==> src/sv/chd_pkg.sv <==
// shared types and constants of the canonical huffman decoder
// no dependencies; every other file of the block imports this package
`default_nettype none

package chd_pkg;

  localparam int ACT_W  = 2;
  localparam int SYM_W  = 8;
  localparam int LEN_W  = 5;
  localparam int CODE_W = 16;
  localparam int KIND_W = 2;

  typedef enum logic [ACT_W-1:0] {
    ACT_LOAD  = 2'd0,
    ACT_BIT   = 2'd1,
    ACT_CLEAR = 2'd2,
    ACT_NOP   = 2'd3
  } act_t;

  typedef enum logic [KIND_W-1:0] {
    KIND_ASSIGNED   = 2'd0,
    KIND_DECODED    = 2'd1,
    KIND_REJECTED   = 2'd2,
    KIND_BAD_STREAM = 2'd3
  } kind_t;

  // controller to datapath
  typedef struct packed {
    logic capture;
    logic exec;
    logic emit;
  } chd_cmd_t;

  // datapath to controller
  typedef struct packed {
    logic has_result;
    logic out_free;
  } chd_sts_t;

endpackage

`default_nettype wire

==> src/sv/chd_in_if.sv <==
// input channel of the canonical huffman decoder: valid/ready plus one item
// depends on chd_pkg
`default_nettype none

interface chd_in_if import chd_pkg::*; ();
  logic              valid;
  logic              ready;
  logic [ACT_W-1:0]  action;
  logic [SYM_W-1:0]  new_symbol;
  logic [LEN_W-1:0]  new_length;
  logic              code_bit;

  modport source (output valid, action, new_symbol, new_length, code_bit, input ready);
  modport sink   (input valid, action, new_symbol, new_length, code_bit, output ready);
endinterface

`default_nettype wire

==> src/sv/chd_out_if.sv <==
// result channel of the canonical huffman decoder: valid/ready plus one result
// depends on chd_pkg
`default_nettype none

interface chd_out_if import chd_pkg::*; ();
  logic              valid;
  logic              ready;
  logic [KIND_W-1:0] kind;
  logic [SYM_W-1:0]  out_symbol;
  logic [CODE_W-1:0] out_code;
  logic [LEN_W-1:0]  out_length;

  modport source (output valid, kind, out_symbol, out_code, out_length, input ready);
  modport sink   (input valid, kind, out_symbol, out_code, out_length, output ready);
endinterface

`default_nettype wire

==> src/sv/canonical_huffman_decoder.sv <==
// Canonical huffman decoder. Items arrive on in_ch: load a (symbol, length) entry, feed one
// code bit, or clear the table. Each item is captured and then looked up in the
// per-length tables in the next cycle; an item that yields a result then passes to the
// output register, and waits while that register is still held by an untaken result. A
// decoded symbol comes from a registered read of the symbol store made during the
// lookup. Results leave through an output register on out_ch, so the next item is
// accepted while a result still waits. The symbol store needs no clearing pass after
// reset; only slots filled since the last clear are ever read.
// depends on chd_pkg, chd_in_if, chd_out_if, chd_ctrl, chd_dpath
`default_nettype none

module canonical_huffman_decoder import chd_pkg::*; #(
  parameter int MAX_CODE_LEN = 16,
  parameter int SYMBOL_SLOTS = 256
) (
  input  wire logic clk,
  input  wire logic rst_n,
  chd_in_if.sink    in_ch,
  chd_out_if.source out_ch
);

  chd_cmd_t cmd;
  chd_sts_t sts;

  chd_ctrl u_ctrl (
    .clk      (clk),
    .rst_n    (rst_n),
    .in_valid (in_ch.valid),
    .in_ready (in_ch.ready),
    .sts      (sts),
    .cmd      (cmd)
  );

  chd_dpath #(
    .MAX_CODE_LEN (MAX_CODE_LEN),
    .SYMBOL_SLOTS (SYMBOL_SLOTS)
  ) u_dpath (
    .clk           (clk),
    .rst_n         (rst_n),
    .cmd           (cmd),
    .sts           (sts),
    .in_action     (in_ch.action),
    .in_new_symbol (in_ch.new_symbol),
    .in_new_length (in_ch.new_length),
    .in_code_bit   (in_ch.code_bit),
    .out_valid     (out_ch.valid),
    .out_ready     (out_ch.ready),
    .out_kind      (out_ch.kind),
    .out_symbol    (out_ch.out_symbol),
    .out_code      (out_ch.out_code),
    .out_length    (out_ch.out_length)
  );

  // a result is only moved into the output register when that register is free
  a_emit_free: assert property (@(posedge clk) disable iff (!rst_n)
    cmd.emit |-> (!out_ch.valid || out_ch.ready))
    else $error("result overwrote an untaken output transaction");

  // every accepted transaction is processed in the following cycle
  a_capture_exec: assert property (@(posedge clk) disable iff (!rst_n)
    (in_ch.valid && in_ch.ready) |=> cmd.exec)
    else $error("accepted transaction was not processed");

  // no new transaction while one is in flight
  a_busy_no_accept: assert property (@(posedge clk) disable iff (!rst_n)
    (cmd.exec || cmd.emit) |-> !in_ch.ready)
    else $error("input ready while a transaction is in flight");

  // an emitted result shows up as valid on the next cycle
  a_emit_valid: assert property (@(posedge clk) disable iff (!rst_n)
    cmd.emit |=> out_ch.valid)
    else $error("emitted result not presented");

endmodule

`default_nettype wire

==> src/sv/chd_ctrl.sv <==
// sequencer of the canonical huffman decoder: capture, table step, result hand-off
// depends on chd_pkg
`default_nettype none

module chd_ctrl import chd_pkg::*; (
  input  wire logic     clk,
  input  wire logic     rst_n,
  input  wire logic     in_valid,
  output logic          in_ready,
  input  wire chd_sts_t sts,
  output chd_cmd_t      cmd
);

  typedef enum logic [2:0] {
    S_IDLE = 3'b001,
    S_EXEC = 3'b010,
    S_EMIT = 3'b100
  } state_t;

  state_t state_r, state_nxt;

  always_comb begin
    state_nxt   = state_r;
    cmd         = '0;
    in_ready    = 1'b0;
    unique case (state_r)
      S_IDLE: begin
        in_ready = 1'b1;
        if (in_valid) begin
          cmd.capture = 1'b1;
          state_nxt   = S_EXEC;
        end
      end
      S_EXEC: begin
        cmd.exec  = 1'b1;
        state_nxt = sts.has_result ? S_EMIT : S_IDLE;
      end
      S_EMIT: begin
        // wait here while the output register still holds an untaken result
        if (sts.out_free) begin
          cmd.emit  = 1'b1;
          state_nxt = S_IDLE;
        end
      end
      default: state_nxt = S_IDLE;
    endcase
  end

  always_ff @(posedge clk) begin
    if (!rst_n) begin
      state_r <= S_IDLE;
    end else begin
      state_r <= state_nxt;
    end
  end

endmodule

`default_nettype wire

==> src/sv/chd_dpath.sv <==
// datapath of the canonical huffman decoder: per-length tables, code
// assignment, bit matcher, symbol store and output register; depends on chd_pkg
`default_nettype none

module chd_dpath import chd_pkg::*; #(
  parameter int MAX_CODE_LEN = 16,
  parameter int SYMBOL_SLOTS = 256
) (
  input  wire logic              clk,
  input  wire logic              rst_n,
  input  wire chd_cmd_t          cmd,
  output chd_sts_t               sts,
  input  wire logic [ACT_W-1:0]  in_action,
  input  wire logic [SYM_W-1:0]  in_new_symbol,
  input  wire logic [LEN_W-1:0]  in_new_length,
  input  wire logic              in_code_bit,
  output logic                   out_valid,
  input  wire logic              out_ready,
  output logic [KIND_W-1:0]      out_kind,
  output logic [SYM_W-1:0]       out_symbol,
  output logic [CODE_W-1:0]      out_code,
  output logic [LEN_W-1:0]       out_length
);

  localparam int CW = MAX_CODE_LEN;
  localparam int LW = $clog2(MAX_CODE_LEN + 1);
  localparam int IW = (MAX_CODE_LEN > 1) ? $clog2(MAX_CODE_LEN) : 1;
  localparam int SW = $clog2(SYMBOL_SLOTS);
  localparam int NW = $clog2(SYMBOL_SLOTS + 1);
  localparam int DW = (CW > NW) ? CW : NW;

  // captured item
  act_t             act_r;
  logic [SYM_W-1:0] sym_r;
  logic [LEN_W-1:0] len_r;
  logic             bit_r;

  // per-length tables; only count needs clearing, the others are read behind it
  logic [NW-1:0] cnt_r        [MAX_CODE_LEN];
  logic [CW-1:0] first_code_r [MAX_CODE_LEN];
  logic [SW-1:0] first_slot_r [MAX_CODE_LEN];

  logic [SYM_W-1:0] sym_mem [SYMBOL_SLOTS];
  logic [SYM_W-1:0] rd_sym_r;

  logic [NW-1:0] entries_r;
  logic [CW-1:0] prev_code_r;
  logic [LW-1:0] prev_len_r;
  logic [CW-1:0] pend_code_r;
  logic [LW-1:0] pend_len_r;

  // result waiting for the output register
  kind_t             res_kind_r;
  logic [SYM_W-1:0]  res_sym_r;
  logic [CODE_W-1:0] res_code_r;
  logic [LEN_W-1:0]  res_len_r;
  logic              res_from_mem_r;

  logic              out_valid_r;
  logic [KIND_W-1:0] out_kind_r;
  logic [SYM_W-1:0]  out_symbol_r;
  logic [CODE_W-1:0] out_code_r;
  logic [LEN_W-1:0]  out_length_r;

  logic          is_load, is_bit, is_clear;
  logic [5:0]    len6, prev6, shamt;
  logic [CW:0]   next_code;
  logic          ovf, ld_bad, ld_ok;
  logic [CW-1:0] ld_code;
  logic [IW-1:0] ld_idx, bit_idx, tbl_idx;
  logic [NW-1:0] cnt_rd;
  logic [CW-1:0] fc_rd;
  logic [SW-1:0] fs_rd;
  logic [CW-1:0] p_code;
  logic [LW-1:0] p_len;
  logic [DW-1:0] off;
  logic [SW-1:0] slot;
  logic          matched, bad_stream, rd_en;

  assign is_load  = cmd.exec && (act_r == ACT_LOAD);
  assign is_bit   = cmd.exec && (act_r == ACT_BIT);
  assign is_clear = cmd.exec && (act_r == ACT_CLEAR);

  // code assignment
  assign len6      = 6'(len_r);
  assign prev6     = 6'(prev_len_r);
  assign shamt     = len6 - prev6;
  assign next_code = {1'b0, prev_code_r} + (CW+1)'(1);
  assign ovf       = (next_code >> prev_len_r) != '0;
  assign ld_code   = (entries_r == '0) ? '0 : (next_code[CW-1:0] << shamt);
  assign ld_bad    = (sym_r == '0) || (len_r == '0) || (len6 > 6'(MAX_CODE_LEN)) ||
                     (entries_r >= NW'(SYMBOL_SLOTS)) ||
                     ((entries_r != '0) && ((len6 < prev6) || ovf));
  assign ld_ok     = is_load && !ld_bad;
  assign ld_idx    = IW'(len_r - LEN_W'(1));

  // bit matcher: new pending length minus one is the old pending length
  assign p_code  = (pend_code_r << 1) | CW'(bit_r);
  assign p_len   = pend_len_r + LW'(1);
  assign bit_idx = IW'(pend_len_r);
  assign tbl_idx = (act_r == ACT_LOAD) ? ld_idx : bit_idx;
  assign cnt_rd  = cnt_r[tbl_idx];
  assign fc_rd   = first_code_r[tbl_idx];
  assign fs_rd   = first_slot_r[tbl_idx];

  assign off        = DW'(p_code) - DW'(fc_rd);
  assign matched    = (cnt_rd != '0) && (p_code >= fc_rd) && (off < DW'(cnt_rd));
  assign slot       = fs_rd + SW'(off);
  assign bad_stream = !matched && ((p_len >= prev_len_r) || (p_len >= LW'(MAX_CODE_LEN)));
  assign rd_en      = is_bit && matched;

  assign sts.has_result = (act_r == ACT_LOAD) ||
                          ((act_r == ACT_BIT) && (matched || bad_stream));
  assign sts.out_free   = !out_valid_r || out_ready;

  always_ff @(posedge clk) begin
    if (cmd.capture) begin
      act_r <= act_t'(in_action);
      sym_r <= in_new_symbol;
      len_r <= in_new_length;
      bit_r <= in_code_bit;
    end
  end

  // symbol store: one write or one registered read per cycle
  always_ff @(posedge clk) begin
    if (ld_ok) begin
      sym_mem[entries_r[SW-1:0]] <= sym_r;
    end else if (rd_en) begin
      rd_sym_r <= sym_mem[slot];
    end
  end

  always_ff @(posedge clk) begin
    if (ld_ok && (cnt_rd == '0)) begin
      first_code_r[ld_idx] <= ld_code;
      first_slot_r[ld_idx] <= entries_r[SW-1:0];
    end
  end

  always_ff @(posedge clk) begin
    if (!rst_n || is_clear) begin
      for (int i = 0; i < MAX_CODE_LEN; i++) begin
        cnt_r[i] <= '0;
      end
      entries_r   <= '0;
      prev_code_r <= '0;
      prev_len_r  <= '0;
      pend_code_r <= '0;
      pend_len_r  <= '0;
    end else begin
      if (ld_ok) begin
        cnt_r[ld_idx] <= cnt_rd + NW'(1);
        entries_r     <= entries_r + NW'(1);
        prev_code_r   <= ld_code;
        prev_len_r    <= LW'(len_r);
      end
      if (is_bit) begin
        if (matched || bad_stream) begin
          pend_code_r <= '0;
          pend_len_r  <= '0;
        end else begin
          pend_code_r <= p_code;
          pend_len_r  <= p_len;
        end
      end
    end
  end

  always_ff @(posedge clk) begin
    if (is_load) begin
      res_kind_r     <= ld_bad ? KIND_REJECTED : KIND_ASSIGNED;
      res_sym_r      <= sym_r;
      res_code_r     <= ld_bad ? '0 : CODE_W'(ld_code);
      res_len_r      <= len_r;
      res_from_mem_r <= 1'b0;
    end else if (is_bit) begin
      res_kind_r     <= matched ? KIND_DECODED : KIND_BAD_STREAM;
      res_sym_r      <= '0;
      res_code_r     <= CODE_W'(p_code);
      res_len_r      <= LEN_W'(p_len);
      res_from_mem_r <= matched;
    end
  end

  always_ff @(posedge clk) begin
    if (!rst_n) begin
      out_valid_r <= 1'b0;
    end else if (cmd.emit) begin
      out_valid_r <= 1'b1;
    end else if (out_ready) begin
      out_valid_r <= 1'b0;
    end
  end

  always_ff @(posedge clk) begin
    if (cmd.emit) begin
      out_kind_r   <= res_kind_r;
      out_symbol_r <= res_from_mem_r ? rd_sym_r : res_sym_r;
      out_code_r   <= res_code_r;
      out_length_r <= res_len_r;
    end
  end

  assign out_valid  = out_valid_r;
  assign out_kind   = out_kind_r;
  assign out_symbol = out_symbol_r;
  assign out_code   = out_code_r;
  assign out_length = out_length_r;

endmodule

`default_nettype wire
==> src/flat_wrapper.sv <==
// flat-port wrapper written by rule: the top's interface ports become plain ports
module canonical_huffman_decoder_flat import chd_pkg::*;
#(
  parameter int MAX_CODE_LEN = 16,
  parameter int SYMBOL_SLOTS = 256
)
  (clk, rst_n, in_ch_valid, in_ch_action, in_ch_new_symbol, in_ch_new_length, in_ch_code_bit, in_ch_ready, out_ch_valid, out_ch_kind, out_ch_out_symbol, out_ch_out_code, out_ch_out_length, out_ch_ready);
  chd_in_if in_ch_i ();
  chd_out_if out_ch_i ();
  input  wire logic clk;
  input  wire logic rst_n;
  input wire logic [$bits(in_ch_i.valid)-1:0] in_ch_valid;
  input wire logic [$bits(in_ch_i.action)-1:0] in_ch_action;
  input wire logic [$bits(in_ch_i.new_symbol)-1:0] in_ch_new_symbol;
  input wire logic [$bits(in_ch_i.new_length)-1:0] in_ch_new_length;
  input wire logic [$bits(in_ch_i.code_bit)-1:0] in_ch_code_bit;
  output wire logic [$bits(in_ch_i.ready)-1:0] in_ch_ready;
  output wire logic [$bits(out_ch_i.valid)-1:0] out_ch_valid;
  output wire logic [$bits(out_ch_i.kind)-1:0] out_ch_kind;
  output wire logic [$bits(out_ch_i.out_symbol)-1:0] out_ch_out_symbol;
  output wire logic [$bits(out_ch_i.out_code)-1:0] out_ch_out_code;
  output wire logic [$bits(out_ch_i.out_length)-1:0] out_ch_out_length;
  input wire logic [$bits(out_ch_i.ready)-1:0] out_ch_ready;
  assign in_ch_i.valid = in_ch_valid;
  assign in_ch_i.action = in_ch_action;
  assign in_ch_i.new_symbol = in_ch_new_symbol;
  assign in_ch_i.new_length = in_ch_new_length;
  assign in_ch_i.code_bit = in_ch_code_bit;
  assign in_ch_ready = in_ch_i.ready;
  assign out_ch_valid = out_ch_i.valid;
  assign out_ch_kind = out_ch_i.kind;
  assign out_ch_out_symbol = out_ch_i.out_symbol;
  assign out_ch_out_code = out_ch_i.out_code;
  assign out_ch_out_length = out_ch_i.out_length;
  assign out_ch_i.ready = out_ch_ready;
  canonical_huffman_decoder #(.MAX_CODE_LEN(MAX_CODE_LEN), .SYMBOL_SLOTS(SYMBOL_SLOTS)) u_core (.clk(clk), .rst_n(rst_n), .in_ch(in_ch_i), .out_ch(out_ch_i));
endmodule
==> config.mk <==
export PLATFORM = sky130hd
export DESIGN_NAME = canonical_huffman_decoder_flat
export DESIGN_NICKNAME = d
export VERILOG_FILES = /design/src/sv/chd_pkg.sv /design/src/sv/chd_in_if.sv /design/src/sv/chd_out_if.sv /design/src/sv/canonical_huffman_decoder.sv /design/src/sv/chd_ctrl.sv /design/src/sv/chd_dpath.sv /design/src/flat_wrapper.sv
export SDC_FILE = /design/constraint.sdc
export NUM_CORES = 2
export LEC_CHECK = 0
export ABC_AREA = 0
export BUFFER_PORTS_ARGS = -buffer_cell sky130_fd_sc_hd__buf_4
export CAP_MARGIN = 20
export CORE_ASPECT_RATIO = 0.75
export CORE_UTILIZATION = 35
export CTS_CLUSTER_DIAMETER = 30
export DETAILED_ROUTE_END_ITERATION = 16
export HOLD_SLACK_MARGIN = 0.15
export PLACE_DENSITY = 0.6
export SLEW_MARGIN = 20
export SYNTH_ARGS = -nofsm -noshare
export SYNTH_HDL_FRONTEND = slang
export SYNTH_SLANG_ARGS = --single-unit
==> constraint.sdc <==
create_clock -name clk -period 6.4 [get_ports clk]
set_clock_uncertainty 0.1 [all_clocks]
set_input_delay 0.96 -clock clk [delete_from_list [all_inputs] [get_ports clk]]
set_output_delay 0.96 -clock clk [all_outputs]
set_load 0.05 [all_outputs]
Word level (Yosys, flattened, before mapping)
Memory sizes are Yosys's and may differ from the RTL's. A register that Yosys moved wholly into a read port is not among the register bits.
Cells that the tools add are included.

word-level totals
  memories = 4
  latch bits = 0
  input bits = 20
  memory bits (read-only) = 0
  output and inout port bits = 33
  memory bits (writable) = 2,576
  register bits after elaboration = 133

operators by class
  shift operators = 2
  equal/unequal tests = 7
  $add $sub $neg = 8
  multiplexer cells = 39
  bitwise operators = 2
  reduce and logical (&&, ||, !) cells = 38
  magnitude comparators = 7
  div/mod/pow operators = 0
  $mul = 0

memories
  memory                       depth  width  rd ports  clocked after Yosys merged registers in  write ports  line             RTL
  u_core.u_dpath.sym_mem       256    8      1         1                                        1            chd_dpath.sv:43  logic [SYM_W-1:0] sym_mem [SYMBOL_SLOTS];
  u_core.u_dpath.first_code_r  16     16     1         0                                        1            chd_dpath.sv:40  logic [CW-1:0] first_code_r [MAX_CODE_LEN];
  u_core.u_dpath.cnt_r         16     9      1         0                                        16           chd_dpath.sv:39  logic [NW-1:0] cnt_r [MAX_CODE_LEN];
  u_core.u_dpath.first_slot_r  16     8      1         0                                        1            chd_dpath.sv:41  logic [SW-1:0] first_slot_r [MAX_CODE_LEN];

operators with widths
  kind                     number
  $mux W16                 4
  $mux W8                  3
  $add A9 B1 Y9 const B    2
  $logic_not A9 Y1         2
  $reduce_bool A9 Y1       2
  $add A16 B1 Y17 const B  1
  $mux W1                  17
  $reduce_bool A17 Y1      1
  $shr A17 B5 Y17          1
  $ge A16 B16 Y1           1
  $lt A16 B9 Y1            1
  $or A16 B1 Y16           1
  $shl A16 B6 Y16          1
  $sub A16 B16 Y16         1
  $mux W15                 1
  $mux W5                  3
  $logic_and A1 B1 Y1      11
  $logic_or A1 B1 Y1       10
  $ge A9 B9 Y1 const B     1
  $mux W3                  3
  $mux W9                  1
  $pmux W3 S3              1
  $reduce_or A9 Y1         1
  $add A8 B8 Y8            1
  23 further kinds         32

Depth between registers and ports, before layout
  depth after elaboration = 13
  mapped depth = 32

Cells and area by module
From an unflattened synthesis, not the netlist that was laid out.

second synthesis, totals
  cell total of the unflattened synthesis = 5,932
  area, all modules = 109,201.0 um^2

by module, submodules not included
  module     instances  cells each  sequential area each (um^2)  area an instance (um^2)
  chd_dpath  1          5,917       80,977.7                     109,033.3
  chd_ctrl   1          15          60.1                         167.7

Worst setup path before layout
Ideal clock, no wire load.

  path kind = register to register
  start point = reg u_core.u_dpath.act_r[1]
  end point = reg u_core.u_dpath.rd_sym_r[0], read port of u_core.u_dpath.sym_mem, enable pin
  cell stages (with the launch flop) = 29
  clock period less this slack = 7,080 ps
  data required time = 5,905 ps
  arrival = 6,586 ps
  buffers on the path = 6
  path slack = -680 ps
  path through = edfxtp_1 -> or3b_1 -> nand2_2 -> buf_4 -> buf_4 -> buf_2 -> buf_2 -> buf_1 -> clkbuf_1 -> nand2_1 -> a311oi_1 -> a31oi_1 -> o21ai_0 -> ha_1 -> inv_1 -> fa_1 -> a21o_1 -> a21oi_1 -> o21bai_1 -> a21oi_1 -> xnor2_1 -> ha_1 -> a21o_1 -> a21o_1 -> o41ai_2 -> nor2_1 -> o21ai_2 -> or3b_1 -> nor4_1

on the way
  cells in the longest elaborated chain, start to end = 8
  elaborated cells on any way between the ends = 19

RTL lines
  item                                                         line                               RTL
  start, declared                                              chd_dpath.sv:33                    act_t act_r;
  start signal, assigned                                       chd_dpath.sv:118                   act_r <= act_t'(in_action);
  $logic_not A2 Y1                                             chd_dpath.sv:80, chd_dpath.sv:101
  $mux W4                                                      chd_dpath.sv:101                   assign tbl_idx = (act_r == ACT_LOAD) ? ld_idx : bit_idx;
  $mem_v2 Z16 W16 / $mem_v2 Z16 W9 (equally long branches)     n/a
  $sub A16 B16 Y16, or another cell as far along               chd_dpath.sv:106                   assign off = DW'(p_code) - DW'(fc_rd);
  $lt A16 B9 Y1 / $logic_and A1 B1 Y1 (equally long branches)  chd_dpath.sv:107                   assign matched = (cnt_rd != '0) && (p_code >= fc_rd) && (off < DW'(cnt_rd));
  $logic_and A1 B1 Y1                                          chd_dpath.sv:107
  $logic_and A1 B1 Y1                                          chd_dpath.sv:110                   assign rd_en = is_bit && matched;
  $reduce_and A2 Y1 (no source line)                           n/a
  end, declared                                                chd_dpath.sv:44                    logic [SYM_W-1:0] rd_sym_r;

Several ways; a longest one is shown, not always the timed one.
A chain may end at the register's enable or synchronous reset.

Final worst setup path
  start point = reg u_core.u_dpath.act_r[0]
  end point = reg u_core.u_dpath.rd_sym_r[4], read port of u_core.u_dpath.sym_mem, enable pin

Same word-level chain as after synthesis.

==> impl_results.md <==
* Power density cells at 414 mW/mm^2
* Non-filler instance count after layout at roughly 11000
* Part of the power in the clock network at 0.425
* Routed length per instance at 27.0 um
* Cells after DPL at around 10000
* Clk slew on worst S/H paths at 0.05 ns
* Proportion of synthesized flip-flops having asynchronous set or reset at 0
* Vias post-DR at 60800
* Global-route wire length before repair at approximately 430000 um
* Global Route Usage Sum at 0.184
* Std cell rows at 177
* Detailed-route vias per instance at 5.49
* Startpoint type of the worst setup path: flip-flop
* Drc violations at 0
* Count of input and output buffers at 52
* Router iterations before antenna repair at 6
* Number of H-tree branching levels at 5
* Total length of routed wires at between 200000 and 300000 um
* Relative slew margins at 0.158
* Number of violations of the max-capacitance limit at 0
* Layout cell share with drive strength beyond 1 at 0.284
* Outcome: complete, no violations
* Unrepaired setup endpoints after global routing: no
* Clock sink count at 2717
* Post-layout power at about 55 mW
* Worst hold path type: primary input to flip-flop
* Placed Area at between 0.1 and 0.15 mm^2
* Synth cell types at 94
* Cell Int Power at 40.4 mW
* ANT nets after route at 0
* Util after Layout at 0.430
* Worst endpoint required time at 6.96 ns
* Synthesized area per cell at 18.2 um^2
* Number of flip-flops and latches in the synthesized netlist at 2717
* Placeable core region at between 0.3 and 0.4 mm^2
* Final Cycle Share at 0.972
* Dominant synthesized flop cell: sky130_fd_sc_hd__edfxtp_1
* Syn nets at 6122
* Total non-filler cell area in the finished layout at 0.134 mm^2
* Number of global-route vias before repair at 60400
* Area enclosed by the die boundary at 0.316 mm^2
* Nets at 6670
* Area Overhead vs Synth at 21.6%
* Switching Power at 15.0 mW
* Syn Inst Count at 6046
* Post-synthesis cell area at 0.110 mm^2
* Power share of the combinational group at 0.219
* Kind of end point of the critical path: flip-flop
* Setup TNS at 0 ns
* Final critical path time including I/O delays and setup at 6.22 ns
* Num ports at 53
* TritonCTS clock tree: built
* Antenna violations before repair at 14
* Number of warnings reported in the yosys synthesis log at 0
* Estimated wirelength of the detail-placed design at 182000 um
* Count of endpoints failing setup in the final report at 0
* Register area share after synthesis at 0.737
* Starting DRT DRC Count at 7257
* Cts bufs inserted at 433
* Largest voltage drop on the vdd net at 0.000264 V
* Worst Tran Pin Value at roughly 1.3 ns
* Maximum fanout encountered on the critical timing path at 23
* Pin count of the biggest net entering global routing at 205
* Switching portion of total power at 0.270
* Congestion Overflow GR at 0
* Die outline height at 487 um
* Crit Path Category: flip-flop to flip-flop
* Clock root buffer: sky130_fd_sc_hd__clkbuf_16
* Number of flops mapped to enable cells by yosys at 2662
* Routability congestion estimate from global placement at 0.865
* Number of endpoints with negative hold slack in the final report at 0
* FILL cells at 26700
* Static Leakage at 43.6 nW
* Initial Util at 0.353
* Largest buffer count on any clock path at 4
* Worst Path Arrival at 6.77 ns
* Power share of the sequential group at 0.356
* Max Transition Viols Final at 0
* Die Wd at 649 um
* Maximum achievable frequency at 0.161 GHz
* Clock latency of the later-clocked register in the worst-skew pair at 0.94 ns
through the flow:
stage | hold slack, ns | worst slack, ns
after floorplan | 0.300 | -0.632
after global placement | 0.309 | -0.496
after detailed placement | 0.306 | -0.456
after CTS | 0.152 | 0.000860
after global routing | 0.153 | 0.00720
final | 0.186 | 0.181
worst max-delay path, stage by stage, from the launching register on:
cell                       delay [ns]
sky130_fd_sc_hd__edfxtp_1        0.42
sky130_fd_sc_hd__buf_4           0.19
sky130_fd_sc_hd__or2_4           0.28
sky130_fd_sc_hd__nand2_1         0.14
sky130_fd_sc_hd__a21boi_4        0.22
sky130_fd_sc_hd__buf_4           0.17
sky130_fd_sc_hd__buf_4           0.35
sky130_fd_sc_hd__buf_4           0.29
sky130_fd_sc_hd__o21ai_0         0.11
sky130_fd_sc_hd__a21oi_1         0.53
sky130_fd_sc_hd__ha_1            0.25
sky130_fd_sc_hd__buf_4           0.13
sky130_fd_sc_hd__o211ai_1        0.08
sky130_fd_sc_hd__nand2_1         0.11
sky130_fd_sc_hd__o41ai_1         0.10
sky130_fd_sc_hd__xnor2_1         0.55
sky130_fd_sc_hd__ha_1            0.36
sky130_fd_sc_hd__a21o_1          0.19
sky130_fd_sc_hd__o41ai_2         0.27
sky130_fd_sc_hd__nor2_1          0.09
sky130_fd_sc_hd__o21ai_2         0.11
sky130_fd_sc_hd__or3b_1          0.40
sky130_fd_sc_hd__nor4_4          0.28
sky130_fd_sc_hd__buf_12          0.20
registers in the layout (all words and copies together), names as in the netlist, 9 cells and up:
register and count:
u_core.u_dpath.out_code 16, u_core.u_dpath.sym_mem 2048, u_core.u_dpath.pend_code_r 15, u_core.u_dpath.prev_code_r 16
u_core.u_dpath.res_code_r 16, u_core.u_dpath.first_code_r 256, u_core.u_dpath.first_slot_r 128, u_core.u_dpath.cnt_r 144
u_core.u_dpath.entries_r 9
what timing repair did:
item | in CTS | in global routing
gates cloned | 2 | 9
resized for setup | 23 | 52
setup buffers | 3 | 13
pin swaps | 3 | 8
endpoints found under the setup margin | 8 | 37
hold endpoints to repair | 10 | 0
hold buffers | 10 | 0
cell usage after synthesis, types with 6 or more instances:
library cell,count,share of area
sky130_fd_sc_hd__edfxtp_1,2662,0.73
sky130_fd_sc_hd__mux4_2,648,0.13
sky130_fd_sc_hd__nand2_1,620,0.021
sky130_fd_sc_hd__nor2_1,455,0.016
sky130_fd_sc_hd__nand3_1,218,0.0099
sky130_fd_sc_hd__clkbuf_1,210,0.0072
sky130_fd_sc_hd__a21oi_1,88,0.0040
sky130_fd_sc_hd__nor3_1,87,0.0040
sky130_fd_sc_hd__o21ai_0,79,0.0036
sky130_fd_sc_hd__mux2i_1,77,0.0070
sky130_fd_sc_hd__buf_1,72,0.0025
sky130_fd_sc_hd__buf_2,66,0.0030
sky130_fd_sc_hd__a211oi_1,59,0.0040
sky130_fd_sc_hd__and3_1,55,0.0031
sky130_fd_sc_hd__dfxtp_1,55,0.010
sky130_fd_sc_hd__ha_1,53,0.0060
sky130_fd_sc_hd__a31oi_1,45,0.0026
sky130_fd_sc_hd__a311oi_1,44,0.0035
sky130_fd_sc_hd__nor2b_1,40,0.0023
sky130_fd_sc_hd__inv_1,35,0.0012
sky130_fd_sc_hd__mux2_2,30,0.0031
sky130_fd_sc_hd__xnor2_1,29,0.0023
sky130_fd_sc_hd__a21o_1,20,0.0014
sky130_fd_sc_hd__a22o_1,18,0.0014
sky130_fd_sc_hd__nand4_1,18,0.0010
sky130_fd_sc_hd__and2_1,17,0.00097
sky130_fd_sc_hd__o2111ai_1,16,0.0013
sky130_fd_sc_hd__o211ai_1,16,0.0011
sky130_fd_sc_hd__buf_6,14,0.0014
sky130_fd_sc_hd__or3_1,14,0.00080
sky130_fd_sc_hd__nor4_1,12,0.00068
sky130_fd_sc_hd__xor2_1,12,0.00096
sky130_fd_sc_hd__o22ai_1,10,0.00057
sky130_fd_sc_hd__a211o_1,9,0.00072
sky130_fd_sc_hd__nand2b_1,9,0.00051
sky130_fd_sc_hd__buf_4,8,0.00055
sky130_fd_sc_hd__o21a_1,8,0.00055
sky130_fd_sc_hd__and4_1,7,0.00056
sky130_fd_sc_hd__o31ai_1,6,0.00041
kinds of logic after synthesis:
logic type,synth area share
buf+inv,0.0159
flops,0.737
compound gates,0.0303
fa+ha+maj,0.00658
mux,0.143
xor+xnor,0.00403
simple gates,0.0630
final cells by class:
type | count | area (um^2) | area share
flip-flops and latches | 2717 | 81000 | 0.606
multi-input cells | 2922 | 27700 | 0.207
clock buffers | 486 | 11200 | 0.0840
well taps | 4117 | 5150 | 0.0385
repair buffers | 482 | 4870 | 0.0364
clock inverters | 314 | 3540 | 0.0265
inverters | 38 | 143 | 0.00107
diodes | 4 | 10.0 | 0.0000749
worst paths after layout:
check,from,to,slack (ns),cells after the start
worst max-delay path,u_core.u_dpath.act_r[0],u_core.u_dpath.rd_sym_r[4],0.18,23
worst min register to register,u_core.u_dpath.res_code_r[8],u_core.u_dpath.out_code[8],0.32,0
worst max register to register,u_core.u_dpath.act_r[0],u_core.u_dpath.rd_sym_r[4],0.18,23
worst min-delay path,in_ch_new_length[3],u_core.u_dpath.len_r[3],0.19,1
per-layer routing:
layer / vias up / track usage / share of wire / wire length (um)
li1: 25500 / - / - / -
met1: 31800 / 0.266 / 0.43 / 128000
met2: 3027 / 0.259 / 0.43 / 128000
met3: 457 / 0.0662 / 0.12 / 35600
met4: 6 / 0.0555 / 0.026 / 7820
met5: - / 0 / 0.00022 / 67
power groups by stage:
stage / registers (mW) / logic [mW] / clock network [mW]
floorplan: 20.2 / 6.59 / 0
global placement: 20.0 / 11.4 / 0
detailed placement: 20.0 / 11.4 / 0
CTS: 19.7 / 11.7 / 23.8
global route: 19.7 / 12.7 / 24.5
finish: 19.7 / 12.1 / 23.5
cell usage in the layout (no fill, tap or decap), drive strengths merged, types with 78 or more instances in the layout:
cell type     n
nand2       622
mux2i        78
edfxtp     2662
mux4        648
o21ai        88
nor2        456
a21oi        89
nand3       219
nor3         89
buf         463
clkinv      164
clkbuf      495
Power figures use the tool's default switching activity.
